===== config.mk =====
export PLATFORM = sky130hd
export DESIGN_NAME = dns_response_parser
export DESIGN_NICKNAME = d
export VERILOG_FILES = /design/src/dns_rp_pkg.sv /design/src/dns_rp_fifo.sv /design/src/dns_rp_parser.sv /design/src/dns_response_parser.sv
export VERILOG_INCLUDE_DIRS = /design/src /design/src/src
export SDC_FILE = /design/constraint.sdc
export NUM_CORES = 1
export LEC_CHECK = 0
export BUFFER_PORTS_ARGS = -buffer_cell sky130_fd_sc_hd__buf_4
export CELL_PAD_IN_SITES_DETAIL_PLACEMENT = 0
export CELL_PAD_IN_SITES_GLOBAL_PLACEMENT = 1
export CORE_MARGIN = 5
export CORE_UTILIZATION = 55
export CTS_CLUSTER_DIAMETER = 60
export DETAILED_ROUTE_END_ITERATION = 10
export PLACE_DENSITY_LB_ADDON = 0.15
export SKIP_CTS_REPAIR_TIMING = 1
export SYNTH_ARGS = -nofsm -noshare
export SYNTH_HDL_FRONTEND = slang
export SYNTH_HIERARCHICAL = 1
export SYNTH_SLANG_ARGS = --single-unit

===== constraint.sdc =====
create_clock -name clk -period 15.5 [get_ports clk]
set_input_delay 0.775 -clock clk [delete_from_list [all_inputs] [get_ports clk]]
set_output_delay 0.775 -clock clk [all_outputs]
set_load 0.02 [all_outputs]

===== src/dns_response_parser_defines.svh =====
// Assertion macros shared by the DNS response parser RTL.
// Needs clk and rst_n in the scope where a macro is used.
`ifndef DNS_RESPONSE_PARSER_DEFINES_SVH
`define DNS_RESPONSE_PARSER_DEFINES_SVH

// Same-cycle implication, disabled while reset is asserted.
`define DRP_ASSERT_NOW(lbl, ante, cons, msg) \
  lbl: assert property (@(posedge clk) disable iff (!rst_n) (ante) |-> (cons)) \
    else $error(msg);

// Next-cycle implication, disabled while reset is asserted.
`define DRP_ASSERT_NEXT(lbl, ante, cons, msg) \
  lbl: assert property (@(posedge clk) disable iff (!rst_n) (ante) |=> (cons)) \
    else $error(msg);

`endif


===== src/dns_rp_pkg.sv =====
// Types, codes and constants of the DNS response parser.
// No dependencies; imported by the parser core, the result queue and the top level.
package dns_rp_pkg;

  typedef enum logic [1:0] {
    KIND_CHAR   = 2'd0,
    KIND_ADDR   = 2'd1,
    KIND_STATUS = 2'd2
  } kind_t;

  typedef enum logic [2:0] {
    ST_OK       = 3'd0,
    ST_QUERY    = 3'd1,
    ST_RCODE    = 3'd2,
    ST_BADLABEL = 3'd3,
    ST_TOOLONG  = 3'd4,
    ST_LABELS   = 3'd5,
    ST_ALEN     = 3'd6,
    ST_TRUNC    = 3'd7
  } status_t;

  localparam int DEF_MAX_ANSWERS    = 10;
  localparam int DEF_MAX_ADDRESSES  = 16;
  localparam int DEF_NAME_BUF_BYTES = 256;
  localparam int DEF_MAX_LABELS     = 64;
  localparam int DEF_MAX_LABEL_LEN  = 63;

  localparam logic [7:0]  PTR_MARK = 8'hC0;
  localparam logic [7:0]  LEN_MASK = 8'h3F;
  localparam logic [15:0] TYPE_A   = 16'h0001;
  localparam logic [7:0]  DOT_CHAR = 8'h2E;

  // last byte offset of the header, question fixed part and answer fixed part
  localparam logic [3:0] HDR_LAST  = 4'd11;
  localparam logic [3:0] QFIX_LAST = 4'd3;
  localparam logic [3:0] AFIX_LAST = 4'd9;

  // name length plus one label plus separator never exceeds 256 + 64
  localparam int NL_SUM_W = 10;

  localparam int Q_DEPTH = 4;
  localparam int Q_AW    = $clog2(Q_DEPTH);
  localparam int Q_CW    = $clog2(Q_DEPTH + 1);

  typedef struct packed {
    kind_t       kind;
    logic [7:0]  name_char;
    logic [31:0] ipv4_address;
    status_t     status;
    logic [15:0] msg_id;
    logic        run_last;
  } result_t;

  // results produced by one accepted byte, r0 first
  typedef struct packed {
    logic [1:0] cnt;
    result_t    r0;
    result_t    r1;
  } push_t;

  typedef struct packed {
    logic [Q_CW-1:0] count;
    logic            room2;
  } q_stat_t;

endpackage


===== src/dns_rp_fifo.sv =====
// Result queue of the DNS response parser: takes up to two results a cycle and,
// while out_ready is high, gives one. Depends on dns_rp_pkg.
module dns_rp_fifo import dns_rp_pkg::*; (
  input  logic    clk,
  input  logic    rst_n,
  input  push_t   push,
  output logic    out_valid,
  input  logic    out_ready,
  output result_t out_item,
  output q_stat_t stat
);

  result_t         mem_r [Q_DEPTH];
  logic [Q_AW-1:0] wr_ptr_r, wr_ptr_nxt, wr_ptr1;
  logic [Q_AW-1:0] rd_ptr_r, rd_ptr_nxt;
  logic [Q_CW-1:0] cnt_r, cnt_nxt;
  logic            pop;

  assign out_valid = (cnt_r != '0);
  assign pop       = out_valid && out_ready;
  assign out_item  = mem_r[rd_ptr_r];
  assign wr_ptr1   = wr_ptr_r + 1'b1;

  always_comb begin
    wr_ptr_nxt = wr_ptr_r + Q_AW'(push.cnt);
    rd_ptr_nxt = rd_ptr_r + Q_AW'(pop);
    cnt_nxt    = cnt_r + Q_CW'(push.cnt) - Q_CW'(pop);
  end

  assign stat.count = cnt_r;
  assign stat.room2 = (cnt_r <= Q_CW'(Q_DEPTH - 2));

  always_ff @(posedge clk) begin
    if (push.cnt != 2'd0) begin
      mem_r[wr_ptr_r] <= push.r0;
    end
    if (push.cnt == 2'd2) begin
      mem_r[wr_ptr1] <= push.r1;
    end
  end

  always_ff @(posedge clk) begin
    if (!rst_n) begin
      wr_ptr_r <= '0;
      rd_ptr_r <= '0;
      cnt_r    <= '0;
    end else begin
      wr_ptr_r <= wr_ptr_nxt;
      rd_ptr_r <= rd_ptr_nxt;
      cnt_r    <= cnt_nxt;
    end
  end

endmodule


===== src/dns_rp_parser.sv =====
// Parser core: phase machine and header/record fields, one message byte per beat.
// Depends on dns_rp_pkg; feeds its results to dns_rp_fifo.
module dns_rp_parser import dns_rp_pkg::*; #(
  parameter int MAX_ANSWERS    = DEF_MAX_ANSWERS,
  parameter int MAX_ADDRESSES  = DEF_MAX_ADDRESSES,
  parameter int NAME_BUF_BYTES = DEF_NAME_BUF_BYTES,
  parameter int MAX_LABELS     = DEF_MAX_LABELS,
  parameter int MAX_LABEL_LEN  = DEF_MAX_LABEL_LEN
) (
  input  logic       clk,
  input  logic       rst_n,
  input  logic       in_fire,
  input  logic [7:0] data_byte,
  input  logic       last_byte,
  output push_t      push
);

  localparam int LT_W = $clog2(MAX_LABELS);
  localparam int AK_W = $clog2(MAX_ADDRESSES + 1);
  localparam int NL_W = $clog2(NAME_BUF_BYTES + 1);

  typedef enum logic [3:0] {
    PH_HDR   = 4'd0,
    PH_QLEN  = 4'd1,
    PH_QCHR  = 4'd2,
    PH_QPTR  = 4'd3,
    PH_SLEN  = 4'd4,
    PH_SCHR  = 4'd5,
    PH_SPTR  = 4'd6,
    PH_QFIX  = 4'd7,
    PH_AFIX  = 4'd8,
    PH_RDATA = 4'd9,
    PH_DONE  = 4'd10
  } phase_t;

  phase_t          phase_r, phase_nxt;
  logic [3:0]      fc_r, fc_nxt;
  logic [15:0]     hid_r, hid_nxt;
  logic            qr_r, qr_nxt;
  logic [3:0]      rcode_r, rcode_nxt;
  logic [15:0]     qc_r, qc_nxt;
  logic [3:0]      al_r, al_nxt;
  logic [5:0]      ll_r, ll_nxt;
  logic [LT_W-1:0] lt_r, lt_nxt;
  logic [NL_W-1:0] nl_r, nl_nxt;
  logic [15:0]     rt_r, rt_nxt;
  logic [15:0]     rdl_r, rdl_nxt;
  logic [31:0]     as_r, as_nxt;
  logic [AK_W-1:0] ak_r, ak_nxt;
  logic            done_r, done_nxt;

  logic              emit_v, fin_v, fin7, fin_any, ans_go;
  kind_t             emit_kind;
  logic [7:0]        emit_char;
  logic [31:0]       emit_addr;
  status_t           fin_code;
  logic [3:0]        al_sel;
  logic [7:0]        top_bits;
  logic [LT_W:0]     lt_inc;
  logic [NL_SUM_W-1:0] nl_sum;
  logic [15:0]       rdl_full;
  logic [15:0]       tid_w;
  result_t           r_emit, r_fin;

  assign top_bits = data_byte & PTR_MARK;
  assign lt_inc   = {1'b0, lt_r} + 1'b1;
  assign nl_sum   = {{(NL_SUM_W - NL_W){1'b0}}, nl_r} + {2'b00, data_byte} + 1'b1;
  assign rdl_full = {rdl_r[15:8], data_byte};

  always_comb begin
    phase_nxt = phase_r;
    fc_nxt    = fc_r;
    hid_nxt   = hid_r;
    qr_nxt    = qr_r;
    rcode_nxt = rcode_r;
    qc_nxt    = qc_r;
    al_nxt    = al_r;
    ll_nxt    = ll_r;
    lt_nxt    = lt_r;
    nl_nxt    = nl_r;
    rt_nxt    = rt_r;
    rdl_nxt   = rdl_r;
    as_nxt    = as_r;
    ak_nxt    = ak_r;
    done_nxt  = done_r;
    emit_v    = 1'b0;
    emit_kind = KIND_CHAR;
    emit_char = 8'h00;
    emit_addr = 32'h0;
    fin_v     = 1'b0;
    fin_code  = ST_OK;
    ans_go    = 1'b0;
    al_sel    = al_r;

    unique case (phase_r)
      PH_HDR: begin
        case (fc_r)
          4'd0: hid_nxt = {data_byte, 8'h00};
          4'd1: hid_nxt[7:0] = data_byte;
          4'd2: qr_nxt = data_byte[7];
          4'd3: rcode_nxt = data_byte[3:0];
          4'd4: qc_nxt = {data_byte, 8'h00};
          4'd5: qc_nxt[7:0] = data_byte;
          4'd6: al_nxt = (data_byte != 8'h00) ? 4'(MAX_ANSWERS) : 4'd0;
          4'd7: begin
            if (al_r == 4'd0) begin
              al_nxt = (data_byte > 8'(MAX_ANSWERS)) ? 4'(MAX_ANSWERS) : data_byte[3:0];
            end
          end
          default: ;
        endcase
        fc_nxt = fc_r + 1'b1;
        if (fc_r == HDR_LAST) begin
          if (!qr_r) begin
            fin_v = 1'b1;
            fin_code = ST_QUERY;
          end else if (rcode_r != 4'd0) begin
            fin_v = 1'b1;
            fin_code = ST_RCODE;
          end else if (qc_r != 16'd0) begin
            lt_nxt = '0;
            nl_nxt = '0;
            phase_nxt = PH_QLEN;
          end else begin
            ans_go = 1'b1;
          end
        end
      end
      PH_QLEN: begin
        if (data_byte == 8'h00 || top_bits == PTR_MARK) begin
          if (lt_r == '0) begin
            fin_v = 1'b1;
            fin_code = ST_BADLABEL;
          end else begin
            emit_v = 1'b1;
            if (data_byte == 8'h00) begin
              fc_nxt = 4'd0;
              phase_nxt = (qc_r != 16'd0) ? PH_QFIX : PH_AFIX;
            end else begin
              phase_nxt = PH_QPTR;
            end
          end
        end else if (top_bits != 8'h00 || data_byte > 8'(MAX_LABEL_LEN)) begin
          fin_v = 1'b1;
          fin_code = ST_BADLABEL;
        end else if (nl_sum > NL_SUM_W'(NAME_BUF_BYTES)) begin
          fin_v = 1'b1;
          fin_code = ST_TOOLONG;
        end else if (lt_inc >= (LT_W + 1)'(MAX_LABELS)) begin
          fin_v = 1'b1;
          fin_code = ST_LABELS;
        end else begin
          if (lt_r != '0) begin
            emit_v = 1'b1;
            emit_char = DOT_CHAR;
          end
          lt_nxt = lt_inc[LT_W-1:0];
          nl_nxt = nl_sum[NL_W-1:0];
          ll_nxt = data_byte[5:0];
          phase_nxt = PH_QCHR;
        end
      end
      PH_QCHR: begin
        emit_v = 1'b1;
        emit_char = data_byte;
        ll_nxt = ll_r - 1'b1;
        if (ll_r == 6'd1) begin
          phase_nxt = PH_QLEN;
        end
      end
      PH_QPTR, PH_SPTR: begin
        fc_nxt = 4'd0;
        phase_nxt = (qc_r != 16'd0) ? PH_QFIX : PH_AFIX;
      end
      PH_SLEN: begin
        if (data_byte == 8'h00) begin
          fc_nxt = 4'd0;
          phase_nxt = (qc_r != 16'd0) ? PH_QFIX : PH_AFIX;
        end else if (top_bits == PTR_MARK) begin
          phase_nxt = PH_SPTR;
        end else if (top_bits != 8'h00) begin
          fin_v = 1'b1;
          fin_code = ST_BADLABEL;
        end else if (lt_inc >= (LT_W + 1)'(MAX_LABELS)) begin
          fin_v = 1'b1;
          fin_code = ST_LABELS;
        end else begin
          lt_nxt = lt_inc[LT_W-1:0];
          ll_nxt = 6'(data_byte & LEN_MASK);
          phase_nxt = PH_SCHR;
        end
      end
      PH_SCHR: begin
        ll_nxt = ll_r - 1'b1;
        if (ll_r == 6'd1) begin
          phase_nxt = PH_SLEN;
        end
      end
      PH_QFIX: begin
        fc_nxt = fc_r + 1'b1;
        if (fc_r == QFIX_LAST) begin
          qc_nxt = qc_r - 1'b1;
          if (qc_r != 16'd1) begin
            lt_nxt = '0;
            phase_nxt = PH_SLEN;
          end else begin
            ans_go = 1'b1;
          end
        end
      end
      PH_AFIX: begin
        case (fc_r)
          4'd0: rt_nxt = {data_byte, 8'h00};
          4'd1: rt_nxt[7:0] = data_byte;
          4'd8: rdl_nxt = {data_byte, 8'h00};
          4'd9: rdl_nxt = rdl_full;
          default: ;
        endcase
        fc_nxt = fc_r + 1'b1;
        if (fc_r == AFIX_LAST) begin
          if (rt_r == TYPE_A && rdl_full != 16'd4) begin
            fin_v = 1'b1;
            fin_code = ST_ALEN;
          end else if (rdl_full == 16'd0) begin
            al_nxt = al_r - 1'b1;
            al_sel = al_r - 1'b1;
            ans_go = 1'b1;
          end else begin
            as_nxt = 32'h0;
            phase_nxt = PH_RDATA;
          end
        end
      end
      PH_RDATA: begin
        as_nxt = {as_r[23:0], data_byte};
        rdl_nxt = rdl_r - 1'b1;
        if (rdl_r == 16'd1) begin
          if (rt_r == TYPE_A && ak_r < AK_W'(MAX_ADDRESSES)) begin
            emit_v = 1'b1;
            emit_kind = KIND_ADDR;
            emit_addr = {as_r[23:0], data_byte};
            ak_nxt = ak_r + 1'b1;
          end
          al_nxt = al_r - 1'b1;
          al_sel = al_r - 1'b1;
          ans_go = 1'b1;
        end
      end
      PH_DONE: ;
      default: ;
    endcase

    // start the next answer, or close the message when none is left
    if (ans_go) begin
      if (al_sel == 4'd0) begin
        fin_v = 1'b1;
        fin_code = ST_OK;
      end else begin
        lt_nxt = '0;
        phase_nxt = PH_SLEN;
      end
    end
    if (fin_v) begin
      phase_nxt = PH_DONE;
      done_nxt = 1'b1;
    end

    tid_w = hid_nxt;
    fin7  = last_byte && !done_r && !fin_v;

    if (last_byte) begin
      phase_nxt = PH_HDR;
      fc_nxt    = '0;
      hid_nxt   = '0;
      qr_nxt    = 1'b0;
      rcode_nxt = '0;
      qc_nxt    = '0;
      al_nxt    = '0;
      ll_nxt    = '0;
      lt_nxt    = '0;
      nl_nxt    = '0;
      rt_nxt    = '0;
      rdl_nxt   = '0;
      as_nxt    = '0;
      ak_nxt    = '0;
      done_nxt  = 1'b0;
    end
  end

  assign fin_any = fin_v || fin7;

  always_comb begin
    r_emit.kind           = emit_kind;
    r_emit.name_char      = emit_char;
    r_emit.ipv4_address   = emit_addr;
    r_emit.status         = ST_OK;
    r_emit.msg_id         = tid_w;
    r_emit.run_last       = !fin_any;

    r_fin.kind            = KIND_STATUS;
    r_fin.name_char       = 8'h00;
    r_fin.ipv4_address    = 32'h0;
    r_fin.status          = fin_v ? fin_code : ST_TRUNC;
    r_fin.msg_id          = tid_w;
    r_fin.run_last        = 1'b1;

    push.cnt = in_fire ? (2'(emit_v) + 2'(fin_any)) : 2'd0;
    push.r0  = emit_v ? r_emit : r_fin;
    push.r1  = r_fin;
  end

  always_ff @(posedge clk) begin
    if (!rst_n) begin
      phase_r <= PH_HDR;
      fc_r    <= '0;
      hid_r   <= '0;
      qr_r    <= 1'b0;
      rcode_r <= '0;
      qc_r    <= '0;
      al_r    <= '0;
      ll_r    <= '0;
      lt_r    <= '0;
      nl_r    <= '0;
      rt_r    <= '0;
      rdl_r   <= '0;
      as_r    <= '0;
      ak_r    <= '0;
      done_r  <= 1'b0;
    end else if (in_fire) begin
      phase_r <= phase_nxt;
      fc_r    <= fc_nxt;
      hid_r   <= hid_nxt;
      qr_r    <= qr_nxt;
      rcode_r <= rcode_nxt;
      qc_r    <= qc_nxt;
      al_r    <= al_nxt;
      ll_r    <= ll_nxt;
      lt_r    <= lt_nxt;
      nl_r    <= nl_nxt;
      rt_r    <= rt_nxt;
      rdl_r   <= rdl_nxt;
      as_r    <= as_nxt;
      ak_r    <= ak_nxt;
      done_r  <= done_nxt;
    end
  end

endmodule


===== src/dns_response_parser.sv =====
// DNS response parser, top level: parser core plus result queue.
// Depends on dns_rp_pkg, dns_rp_parser, dns_rp_fifo and the assertion macro header.
//
// Usage:
//   in_*  : one message byte per beat, header first; in_last_byte marks the
//           final byte of a message. in_ready is high while the result queue
//           has room for two results.
//   out_* : result beats. item_kind tells a name character, an A-record
//           address or the end status; run_last marks the last result caused
//           by one input byte. Every message yields exactly one status.
//   Latency: the results of a byte are registered in the queue at the beat
//           edge; the first is offered on out_* in the next cycle if the queue was empty.
//   Throughput: one byte per cycle while in_ready is high. A byte yields 0, 1
//           or 2 results; the 4-entry queue drains one result a cycle while
//           out_ready is high and absorbs the surplus of bytes with two results.
//   Stall: while out_ready is low the queue fills and in_ready drops once
//           fewer than two entries are free; nothing is lost.
//   Reset: rst_n low (synchronous) empties the queue and puts the parser in
//           its header phase with all fields zero. A final byte does the same
//           to the parser after its results.
`include "dns_response_parser_defines.svh"
module dns_response_parser import dns_rp_pkg::*; #(
  parameter int MAX_ANSWERS    = DEF_MAX_ANSWERS,
  parameter int MAX_ADDRESSES  = DEF_MAX_ADDRESSES,
  parameter int NAME_BUF_BYTES = DEF_NAME_BUF_BYTES,
  parameter int MAX_LABELS     = DEF_MAX_LABELS,
  parameter int MAX_LABEL_LEN  = DEF_MAX_LABEL_LEN
) (
  input  logic        clk,
  input  logic        rst_n,
  input  logic        in_valid,
  output logic        in_ready,
  input  logic [7:0]  in_data_byte,
  input  logic        in_last_byte,
  output logic        out_valid,
  input  logic        out_ready,
  output logic [1:0]  out_item_kind,
  output logic [7:0]  out_name_char,
  output logic [31:0] out_ipv4_address,
  output logic [2:0]  out_status,
  output logic [15:0] out_msg_id,
  output logic        out_run_last
);

  push_t   push;
  q_stat_t q_stat;
  result_t out_item;
  logic    in_fire;
  logic    last_fire;

  assign in_ready  = q_stat.room2;
  assign in_fire   = in_valid && in_ready;
  assign last_fire = in_fire && in_last_byte;

  dns_rp_parser #(
    .MAX_ANSWERS   (MAX_ANSWERS),
    .MAX_ADDRESSES (MAX_ADDRESSES),
    .NAME_BUF_BYTES(NAME_BUF_BYTES),
    .MAX_LABELS    (MAX_LABELS),
    .MAX_LABEL_LEN (MAX_LABEL_LEN)
  ) u_parser (
    .clk      (clk),
    .rst_n    (rst_n),
    .in_fire  (in_fire),
    .data_byte(in_data_byte),
    .last_byte(in_last_byte),
    .push     (push)
  );

  dns_rp_fifo u_fifo (
    .clk      (clk),
    .rst_n    (rst_n),
    .push     (push),
    .out_valid(out_valid),
    .out_ready(out_ready),
    .out_item (out_item),
    .stat     (q_stat)
  );

  assign out_item_kind      = out_item.kind;
  assign out_name_char      = out_item.name_char;
  assign out_ipv4_address   = out_item.ipv4_address;
  assign out_status         = out_item.status;
  assign out_msg_id         = out_item.msg_id;
  assign out_run_last       = out_item.run_last;

  // a final byte after the status gives nothing; otherwise its last result is a status
  `DRP_ASSERT_NOW(a_q_bound, 1'b1, q_stat.count <= Q_CW'(Q_DEPTH), "result queue overflow")
  `DRP_ASSERT_NOW(a_last_stat, last_fire && push.cnt == 2'd1, push.r0.kind == KIND_STATUS, "no status")
  `DRP_ASSERT_NOW(a_pair_ends_status, push.cnt == 2'd2, push.r1.kind == KIND_STATUS, "pair lacks status")
  `DRP_ASSERT_NEXT(a_push_seen, in_fire && push.cnt != 2'd0, out_valid, "pushed result not offered")

endmodule

==> summary.md, run 1 <==
| Metric | Value |
|---|---|
| Status | `finished, final reports clean` |
| Diodes inserted | `0` |
| Synth top area share | `34.4%` |
| Vias in the first global route | `14800` |
| Root Driver | `clkbuf_16` |
| GRT overflow | `0` |
| Final setup fails | `0` |
| Iteration-0 DRC Markers | `926` |
| WP data required | `15.70 ns` |
| CTS max path bufs | `3` |
| Crit path largest cell delay | `0.91 ns` |
| Synth Area per Inst | `11.6 sq um` |
| Die width | `208 um` |
| Final Hold Vio Count | `0` |
| Pwr/cell area | `119 mW/mm^2` |
| First-pass GRT wire length | `85.4 mm` |
| CTS Buf Count | `45` |
| Initial core utilization | `55.7%` |
| Synth area leaders | `edfxtp_1 34%, dfxtp_1 13%, mux2_2 13%` |
| Pre-CTS WS | `8.48 ns` |
| CTS sink count | `387` |
| Setup TNS Final | `0 ns` |
| Crit Path Class | `in -> reg` |
| Max Fanout on Critical Path | `35` |
| Worst hold slack | `0.463 ns` |
| Crit path buffers/inverters | `4` |
| CP Data Arrival Time | `6.64 ns` |
| Setup WS post-layout | `9.06 ns` |
| Relative slew slack | `17.1%` |
| Post-synth top cells | `248 x edfxtp_1, 247 x mux2_2, 139 x dfxtp_1, 116 x nand2_1, 98 x nor2_1` |
| FMAX | `0.155 GHz` |
| DIE AREA | `0.0434 sq mm` |
| Cell area after synthesis | `0.0216 sq mm` |
| P_leak | `8.42 nW` |
| Final WL | `54.5 mm` |
| Routed vias | `14900` |
| Synth area leader | `edfxtp_1` |
| # IOs | `77` |
| CORE AREA | `0.0388 sq mm` |
| Synth cell types | `104` |
| Max cap viols | `0` |
| RSZ-0062 raised after global routing | `false` |
| Worst-Margin Slew | `1.23 ns` |
| H-tree levels | `2` |
| Final instance area | `0.0238 sq mm` |
| Critical-path top delay cell | `o21ai_4` |
| Hpwl dp | `33.4 mm` |
| Layout cells sized above 1 | `28.7%` |
| Worst vdd ir | `0.0000937 V` |
| CP Launch Type | `input port` |
| Fin nets | `1909` |
| Post-synth EDFFs | `248` |
| Initial antenna violation count | `0` |
| Reg clk slew, reported paths | `0.06 ns` |
| Seq/Total Area, Yosys | `47.3%` |
| Gr usage total | `24.6%` |
| CP top delay family | `compound AO/OA/AOI/OAI gates` |
| Buffers on Ports | `76` |
| Power Total | `2.83 mW` |
| YS warnings | `6` |
| DRC Markers | `0` |
| Predominant post-synthesis flop cell | `edfxtp_1` |
| Register bit total from synthesis | `387` |
| TritonCTS clock tree | `done` |
| Pin count of the biggest net entering global routing | `85` |
| RePlAce Congestion | `0.956` |
| Most frequent cell after synthesis | `edfxtp_1` |
| Vias/cell | `6.16` |
| Asr flop ratio synth | `0%` |
| Synthesis-to-layout area growth | `9.81%` |
| Gate Count Post-Synth | `1859` |
| Fin. max-slew vios | `0` |
| Worst hold path type | `reg -> reg` |
| Iteration count of the initial detailed-routing pass | `5` |
| Min Tclk post-route | `6.44 ns` |
| Worst-Skew Late Latency | `0.57 ns` |
| Worst setup EP type | `register` |
| Die H | `208 um` |
| DR WL/cell | `22.5 um` |
| CP cell instances | `buf_4, inv_1, ha_1, inv_1, fa_1, a211oi_2, o21ba_2, o21ai_0, nand4b_1, a2111o_1, and3_1, or3_1, a21o_1, ha_1, and2_1, o21bai_1, o21ai_4, buf_4` |
| Post-DP Area | `0.0222 sq mm` |
| Final Cycle Share | `41.5%` |
| Filler Cell Count | `3121` |
| Post-DRT Antenna Nets | `0` |
| Clock Skew | `0.0209 ns` |
| Row count | `72` |
## registers in the layout (all words and copies together) (netlist names), 3 cells and up
register          cells
u_parser/phase_r      4
u_parser/rcode_r      4
u_parser/ll_r         6
u_parser/al_r         4
u_parser/rdl_r       16
u_parser/nl_r         9
u_parser/lt_r         6
u_parser/qc_r        16
u_parser/fc_r         4
u_fifo/mem_r        248
u_parser/hid_r       16
u_parser/as_r        24
u_parser/ak_r         5
u_fifo/cnt_r          3
u_parser/rt_r        16
## final timing paths
path         depth (start not counted)             endpoint           startpoint  slack, ns
max                                 18  u_fifo/mem_r[0][44]      in_data_byte[0]       9.06
min                                  2    u_parser/as_r[17]    u_parser/as_r[17]       0.46
max reg2reg                         13  u_fifo/mem_r[0][44]  u_parser/phase_r[1]       9.15
min reg2reg                          2    u_parser/as_r[17]    u_parser/as_r[17]       0.46
## through the flow
stage / cells / util (%)
6_report: 2419 / 61.2
2_1_floorplan: 1900 / -
5_1_grt: 2419 / 61.2
4_1_cts: 2419 / 61.2
3_5_place_dp: 2336 / 57.3
3_3_place_gp: 2336 / 57.3
## where the power goes
group	switching [mW]	internal [mW]	leakage [nW]	total [mW]
logic	0.327	0.245	4.28	0.572
registers	0.0410	1.14	3.39	1.18
clock network	0.433	0.642	0.743	1.07
## tightest hold or removal path, stage by stage (launching register included)
cell and delay, ns:
dfxtp_1 0.31, nand2_1 0.05, a21boi_0 0.06
## cells in the final DEF, fill, tap and decap left out, drive strengths merged, types with 40 or more instances in the layout
master and n:
conb 43, nor2b 44, a21boi 45, and2 54, nand2 116, a21oi 72
nand3 63, edfxtp 248, mux4 62, nor2 100, mux2 252, clkbuf 59
buf 99, dfxtp 139, o21ai 76, inv 40
## area by class of cell
| cell class | instances | area (sq um) | share of cell area, % |
|---|---|---|---|
| timing repair buffer | 99 | 743 | 3.13 |
| multi-input combinational | 1294 | 10500 | 44.1 |
| sequential | 387 | 10200 | 43.1 |
| clock buffer | 59 | 1250 | 5.27 |
| tap | 518 | 648 | 2.73 |
| clock inverter | 24 | 260 | 1.10 |
| inverter | 38 | 143 | 0.600 |
## logic make-up after synthesis
kind of cell / after synthesis / synth area share [%]
flip-flops: 387 / 47.3
AO/OA/AOI/OAI: 366 / 11.9
multiplexers: 321 / 19.9
adder cells (fa/ha/maj): 31 / 1.86
AND/OR/NAND/NOR: 521 / 12.9
XOR/XNOR: 12 / 0.613
other: 2 / 0.0347
buffers and inverters: 219 / 5.46
## routing by layer
layer  global-route usage [%]  wire (um)  vias to the layer above
met3                     4.85       3310                       95
li1                         -          -                     7013
met2                     41.2      26400                      448
met5                        0          0                        -
met4                     7.38       1560                        0
met1                     32.7      23200                     7342
Power figures use the tool's default switching activity.
==> run 2: changes to the inputs <==
CORE_UTILIZATION = 46   (was 55)
clock period = 5.8 ns   (was 15.5 ns; I/O delays follow)
==> run 2 against run 1 <==
  * Non-clock buffer count up 29
  * Critical path depth decreased by 1
  * Wire length is 3.6% higher
  * Clock-buffer cell count grew 3
  * Largest cell class unchanged
  * Largest power group unchanged
==> summary.md, run 2 (synthesis results as in run 1) <==
| Metric | Value |
|---|---|
| CP Launch Type | `register` |
| DR WL/cell | `22.2 um` |
| Row count | `79` |
| Fin. max-slew vios | `0` |
| Iteration count of the initial detailed-routing pass | `5` |
| Fin nets | `1940` |
| Worst hold path type | `in -> reg` |
| Status | `finished, final reports clean` |
| Initial antenna violation count | `0` |
| Vias in the first global route | `14800` |
| Worst setup EP type | `register` |
| Cells after DPL | `2454` |
| Iteration-0 DRC Markers | `1123` |
| Worst-Skew Late Latency | `0.60 ns` |
| DIE AREA | `0.0515 sq mm` |
| CORE AREA | `0.0466 sq mm` |
| CTS max path bufs | `3` |
| Layout cells sized above 1 | `29.7%` |
| WP data required | `6.15 ns` |
| CTS sink count | `387` |
| First-pass GRT wire length | `87.1 mm` |
| Post-DRT Antenna Nets | `0` |
| Final WL | `56.4 mm` |
| Diodes inserted | `0` |
| Die H | `227 um` |
| DRC Markers | `0` |
| Hpwl dp | `35.4 mm` |
| Pre-CTS WS | `0.503 ns` |
| Switching Share | `28.8%` |
| Internal power contribution | `5.43 mW` |
| P_leak | `8.62 nW` |
| # IOs | `77` |
| Clock Skew | `0.0447 ns` |
| Final Cycle Share | `87.6%` |
| TritonCTS clock tree | `done` |
| RSZ-0062 raised after global routing | `false` |
| Worst vdd ir | `0.000272 V` |
| CTS Buf Count | `47` |
| GRT overflow | `0` |
| H-tree levels | `2` |
| FMAX | `0.197 GHz` |
| Clock Power Share | `38.4%` |
| Setup TNS Final | `0 ns` |
| Initial core utilization | `46.5%` |
| Crit Path Class | `reg -> reg` |
| Root Driver | `clkbuf_16` |
| Reg area | `0.0102 sq mm` |
| Gr usage total | `21.6%` |
| Synthesis-to-layout area growth | `12.1%` |
| Reg clk slew, reported paths | `0.06 ns` |
| Relative slew slack | `21.0%` |
| Buffers on Ports | `76` |
| Worst-Margin Slew | `1.17 ns` |
| Setup WS post-layout | `0.722 ns` |
| Switching Power | `2.19 mW` |
| CP Data Arrival Time | `5.42 ns` |
| Most frequent cells in the layout | `248 x edfxtp_1, 247 x mux2_2, 137 x dfxtp_1` |
| Multi-input logic area | `0.0105 sq mm` |
| Gate power share | `19.8%` |
| Max reg flops | `248` |
| Biggest register | `u_fifo/mem_r` |
| Pin count of the biggest net entering global routing | `85` |
| Max cap viols | `0` |
| Filler Cell Count | `4016` |
| Pwr/cell area | `314 mW/mm^2` |
| Min Tclk post-route | `5.08 ns` |
| Most common cell after layout, fill and taps aside | `edfxtp_1` |
| Vias/cell | `5.85` |
| Final Hold Vio Count | `0` |
| Largest registers | `u_fifo/mem_r: 248 flops, u_parser/as_r: 24 flops` |
| Final setup fails | `0` |
| Seq pwr share | `41.8%` |
| Routed vias | `14900` |
| RePlAce Congestion | `0.922` |
| Die width | `227 um` |
| R2r setup slk | `0.72 ns` |
| Max Fanout on Critical Path | `39` |
| Fin cells | `2542` |
## run 2: changes by cell type in the layout (fill, tap and decap cells not counted), sizes merged
cell,change
buf,+29
inv,+4
clkbuf,+3
bufinv,-1
clkinvlp,-1
## run 2: cell type report
class,instances,share of cell area (%)
inverter,38,0.588
clock buffer,62,5.33
sequential,387,42.2
multi-input combinational,1294,43.2
tap,607,3.13
timing repair buffer,128,4.53
clock inverter,26,1.07
## run 2: power groups by stage
stage	registers [mW]	logic [mW]	clock network [mW]
6_report	3.19	1.51	2.92
5_1_grt	3.21	1.62	3.11
4_1_cts	3.19	1.53	3.00
3_5_place_dp	3.25	1.53	0
3_3_place_gp	3.25	1.52	0
2_1_floorplan	3.15	1.10	0
## run 2: metrics by stage
| step | instance area [sq um] | hold slack (ns) | total power, mW | util [%] |
|---|---|---|---|---|
| floorplan | 21800 | 0.412 | 4.25 | - |
| global placement | 22700 | 0.450 | 4.76 | 48.8 |
| detailed placement | 22700 | 0.455 | 4.78 | 48.8 |
| CTS | 24300 | 0.0443 | 7.72 | 52.1 |
| global route | 24300 | 0.0803 | 7.94 | 52.1 |
| finish | 24300 | 0.0753 | 7.62 | 52.1 |
## run 2: final timing paths
| check | from | end | cells past startpoint |
|---|---|---|---|
| min | in_data_byte[1] | u_parser/as_r[1] | 3 |
| max reg2reg | u_parser/nl_r[0] | u_fifo/mem_r[2][39] | 17 |
| min reg2reg | u_parser/done_r | u_parser/done_r | 2 |
| max | u_parser/nl_r[0] | u_fifo/mem_r[2][39] | 17 |
## run 2: worst max-delay path, cell delays in order, from the launching register on
cell and delay, ns:
dfxtp_1 0.31, inv_1 0.05, ha_1 0.15, inv_1 0.05, fa_1 0.41, a211oi_2 0.29, o21ba_2 0.20, o21ai_0 0.07
nand4b_1 0.26, a2111o_1 0.49, and3_1 0.20, or3_1 0.37, a21o_1 0.17, ha_1 0.29, and2_1 0.33, nor4bb_4 0.47
buf_12 0.32, mux2_2 0.38
## run 2: layer usage
metal / global-route usage, % / share of wire [%] / vias up
li1: - / - / 7073
met1: 29.3 / 44 / 7378
met2: 37.1 / 49 / 335
met3: 2.93 / 4.1 / 78
met4: 5.30 / 2.1 / 0
met5: 0 / 0 / -
